**config.mk**
```make
export PLATFORM = sky130hd
export DESIGN_NAME = vca_div
export DESIGN_NICKNAME = d
export VERILOG_FILES = /design/src/rtl/core/vca_pkg.sv /design/src/rtl/core/vca_div.sv
export SDC_FILE = /design/constraint.sdc
export NUM_CORES = 2
export LEC_CHECK = 0
export BUFFER_PORTS_ARGS = -buffer_cell sky130_fd_sc_hd__buf_2
export CORE_MARGIN = 1.5
export CORE_UTILIZATION = 40
export CTS_BUF_LIST = sky130_fd_sc_hd__clkbuf_8
export CTS_CLUSTER_DIAMETER = 40
export CTS_CLUSTER_SIZE = 20
export DETAILED_ROUTE_END_ITERATION = 7
export PLACE_DENSITY = 0.56
export SLEW_MARGIN = 10
export SYNTH_ARGS = -nofsm -noshare
export SYNTH_HDL_FRONTEND = slang
export SYNTH_SLANG_ARGS = --single-unit
```
**constraint.sdc**
```tcl
create_clock -name clock -period 4.53 [get_ports clock]
set_input_delay 0.2265 -clock clock [delete_from_list [all_inputs] [get_ports clock]]
set_output_delay 0.2265 -clock clock [all_outputs]
set_load 0.005 [all_outputs]
```
**src/rtl/core/vca_pkg.sv**
```systemverilog
// ----------------------------------------------------------------------------
// vca_pkg
// Shared types and constants of the vector cosine pipeline.
// ----------------------------------------------------------------------------
package vca_pkg;

   localparam int COS_W = 32;

   // side flags that travel with each item down the pipeline
   typedef struct packed {
      logic valid;
      logic neg;
      logic zero;
   } vca_flags_type;

endpackage

```
**src/rtl/core/vca_div.sv**
```systemverilog
// ----------------------------------------------------------------------------
// vca_div
// Pipelined restoring divider: mag * 2^FRAC_BITS / root, one bit per stage.
// ----------------------------------------------------------------------------
module vca_div #(
   parameter int ROOT_W    = 32,
   parameter int FRAC_BITS = 30
) (
   input  logic                   clock,
   input  logic                   reset,
   input  logic                   en,
   input  vca_pkg::vca_flags_type in_flags,
   input  logic [ROOT_W-1:0]      in_root,
   input  logic [ROOT_W-1:0]      in_mag,
   output vca_pkg::vca_flags_type out_flags,
   output logic [FRAC_BITS:0]     out_quo
);
   import vca_pkg::*;

   localparam int NS  = FRAC_BITS + 1;
   localparam int R_W = ROOT_W + 1;

   vca_flags_type     fl_ff   [NS];
   logic [R_W-1:0]    rem_ff  [NS];
   logic [ROOT_W-1:0] div_ff  [NS];
   logic [FRAC_BITS:0] quo_ff [NS];

   for (genvar k = 0; k < NS; k++) begin : g_stage
      localparam int PREV = (k == 0) ? 0 : k - 1;
      vca_flags_type      fl_src;
      logic [R_W-1:0]     rem_src, cand, rem_in;
      logic [ROOT_W-1:0]  div_src;
      logic [FRAC_BITS:0] quo_src, quo_in;

      assign fl_src  = (k == 0) ? in_flags : fl_ff[PREV];
      assign rem_src = (k == 0) ? R_W'(in_mag) : rem_ff[PREV];
      assign div_src = (k == 0) ? in_root  : div_ff[PREV];
      assign quo_src = (k == 0) ? '0       : quo_ff[PREV];

      // integer bit first, then one fraction bit per stage
      always_comb begin
         cand = (k == 0) ? rem_src : {rem_src[ROOT_W-1:0], 1'b0};
         if (cand >= R_W'(div_src)) begin
            rem_in = cand - R_W'(div_src);
            quo_in = {quo_src[FRAC_BITS-1:0], 1'b1};
         end else begin
            rem_in = cand;
            quo_in = {quo_src[FRAC_BITS-1:0], 1'b0};
         end
      end

      always_ff @(posedge clock) begin
         if (reset) begin
            fl_ff[k] <= '0;
         end else if (en) begin
            fl_ff[k] <= fl_src;
         end
      end

      always_ff @(posedge clock) begin
         if (en) begin
            rem_ff[k] <= rem_in;
            div_ff[k] <= div_src;
            quo_ff[k] <= quo_in;
         end
      end
   end

   assign out_flags = fl_ff[NS-1];
   assign out_quo   = quo_ff[NS-1];

endmodule

```
==> run_results.csv <==
group,metric,value,unit
outcome,status,"complete, no violations",
placed_design,hpwl,263,mm
power_and_ir_drop,intPower,69700,uW
worst_hold_path,hold_path_class,"in2reg",
placed_design,place_congestion,0.918,
setup_path,arrival,5080,ps
cells_and_area,final_common_cell,"edfxtp_1",
placed_design,io_buffers,103,
sta,timing.fmax,0.234,GHz
routing,routed_wirelength,353,mm
setup_path,regToRegSetupSlack,260,ps
clocking,cts_buffers,424,
clocking,root_buffer,"clkbuf_8",
clocking,clk_latency,1110,ps
floorplanning,ios,104,
routing,antenna_left,0,
routing,drc,0,
power_and_ir_drop,p_leak,0.0641,uW
sta,skew,66.9,ps
global_route,grt_max_degree,181,
clocking,post_cts_buffers,0,
setup_path,startpoint_type,"flop",
clocking,cts-htree-levels,5,
sta,timing.hold.ws,193,ps
sta,worst_pin_slew,1050,ps
floorplanning,die_area,353000,um^2
routing,dr.pass1.iters,6,
sta,min_period,4270,ps
power_and_ir_drop,netSwitchingFraction,39.4,%
floorplanning,core,347000,um^2
setup_path,crit_required,5340,ps
sta,tns,0,ps
floorplanning,die_y,594,um
yosys,synth_ff_type,"edfxtp_1",
floorplanning,start_util,40.3,%
cells_and_area,drive_gt1_share,11.1,%
floorplanning,die_x,594,um
yosys,synthArstFlopShare,0,%
sta,final_hold_viol_count,0,
global_route,grt-ovfl-total,0,
sta,rsz0062_at_grt,"no",
power_and_ir_drop,comb_power_share,45.9,%
routing,vias,94307,
cells_and_area,final_cell_mix,"2509 x edfxtp_1, 1264 x inv_1, 991 x ha_1",
power_and_ir_drop,switchingPower,45400,uW
routing,drtIter0Drc,6753,
cells_and_area,area_delta_synth_final,12.8,%
clocking,clk_pin_slew,80,ps
global_route,grt_pass1_vias,93884,
cells_and_area,num-nets-final,13867,
setup_path,cp_max_fo,5,
global_route,grtUsageTotal,19.4,%
yosys,synth_cell_types,102,
sta,slew_headroom,30.0,%
setup_path,worstSetupEndpointType,"flop",
yosys,synth_area,140000,um^2
floorplanning,row_count,216,
yosys,yosys_warnings,0,
clocking,cts_buffer_depth,4,
cells_and_area,final_core_util,45.5,%
power_and_ir_drop,pwr-share-clk,20.4,%
global_route,grt_pass1_wl,544,mm
routing,viasPerCell,5.32,
clocking,cts_tree,"built",
yosys,synth.ff_latch_count,2509,
power_and_ir_drop,ir_worst_vdd,349,uV
clocking,cts.sinks,2509,
job,cap_viol_max_count,0,
power_and_ir_drop,pwr-share-seq,33.7,%
power_and_ir_drop,p_total,115000,uW
sta,min_period_over_period,94.2,%
global_route,grt_antenna_before_repair,6,
routing,wl_per_cell,19.9,um
sta,timing.final.max_slew_violations,0,
setup_path,path_class,"reg2reg",
sta,setup_viol,0,
yosys,netlist_instances,12296,
yosys,seq_area_frac_synth,53.9,%
yosys,synth_area_per_cell,11.4,um^2
yosys,synth_edf_count,2509,
yosys,synth_nets,13387,
power_and_ir_drop,power_density,730,nW/um^2
state kept, by name, summed over array words and instances (netlist names):
signal and flops:
div_ff 960, rem_ff 960, quo_ff 496, fl_ff 93
Yosys cell counts, drive strengths merged (36+ instances only):
library cell,count,area (um^2)
a211oi,79,616
a21boi,36,270
a21o,511,3840
a21oi,993,4980
a31oi,102,651
and2,153,957
and3,90,563
buf,96,549
clkbuf,228,856
edfxtp,2509,75300
ha,991,12400
inv,1239,4650
mux2,392,4410
nand2,837,3140
nand2b,134,838
nand3,175,876
nand4,167,1040
nor2,645,2420
nor2b,159,995
nor3,139,701
nor4,50,313
o211ai,49,378
o21a,137,1030
o21ai,814,4090
o21bai,111,837
o31a,36,315
o31ai,69,528
or3,55,344
xnor2,458,4010
xor2,353,3090
path summary, 6_finish.rpt:
check / from / endpoint / cells past startpoint
worst min-delay path: in_root[0] / rem_ff[0][0] / 4
worst max-delay path: rem_ff[1][232] / rem_ff[1][290] / 11
worst min register to register: quo_ff[0][345] / quo_ff[0][377] / 0
worst max register to register: rem_ff[1][232] / rem_ff[1][290] / 11
power by group through the flow:
stage | clock (uW) | sequential (uW) | combinational, uW
finish | 23500 | 38800 | 52800
global route | 25300 | 39400 | 58700
floorplan | 0 | 36600 | 39600
detailed placement | 0 | 39400 | 52100
CTS | 24400 | 39000 | 52600
global placement | 0 | 39500 | 51500
worst max-delay path, stage by stage, from the launching register on:
cell       delay (ps)
edfxtp_1          400
ha_1              390
nor2b_1           170
o31a_1            270
o31ai_1           560
a32oi_1           310
a2111oi_0         580
o21bai_1          240
a211oi_1          600
o21ai_0           200
xnor2_1           180
o21ai_0            90
metrics by stage:
| step | area [um^2] | setup WS [ps] | cells |
|---|---|---|---|
| floorplan | 140000 | 1130 | 12296 |
| global placement | 146000 | 304 | 16765 |
| detailed placement | 146000 | 362 | 16765 |
| CTS | 158000 | 336 | 17726 |
| global route | 158000 | 97.9 | 17729 |
| finish | 158000 | 261 | 17731 |
area by class of cell:
cell class              instances  area (um^2)
diodes                          3         7.51
well taps                    4578         5730
repair buffers                376         3370
multi-input cells            8226        58700
clock buffers                 427         5880
fillers                     31925       189000
clock inverters               373         4080
inverters                    1239         4650
flip-flops and latches       2509        75300
what timing repair did:
action,4_1_cts,5_1_grt
gates resized for setup,0,2
hold endpoints to repair,394,0
hold buffers,161,0
endpoints found under the setup margin,0,31
kinds of logic after synthesis:
group | share of synthesized area, %
buf+inv | 4.33
mux | 3.34
flops | 53.9
simple gates | 9.44
compound gates | 14.6
fa+ha+maj | 9.30
xor+xnor | 5.08
metal layers:
| metal | wire length, um | vias up | GRT usage (%) |
|---|---|---|---|
| li1 | - | 46221 | - |
| met5 | 0 | - | 0 |
| met2 | 175000 | 2076 | 34.3 |
| met1 | 153000 | 45398 | 24.7 |
| met3 | 13800 | 612 | 2.27 |
| met4 | 10800 | 0 | 6.18 |
Note: power is estimated with default switching activity, not from simulation.
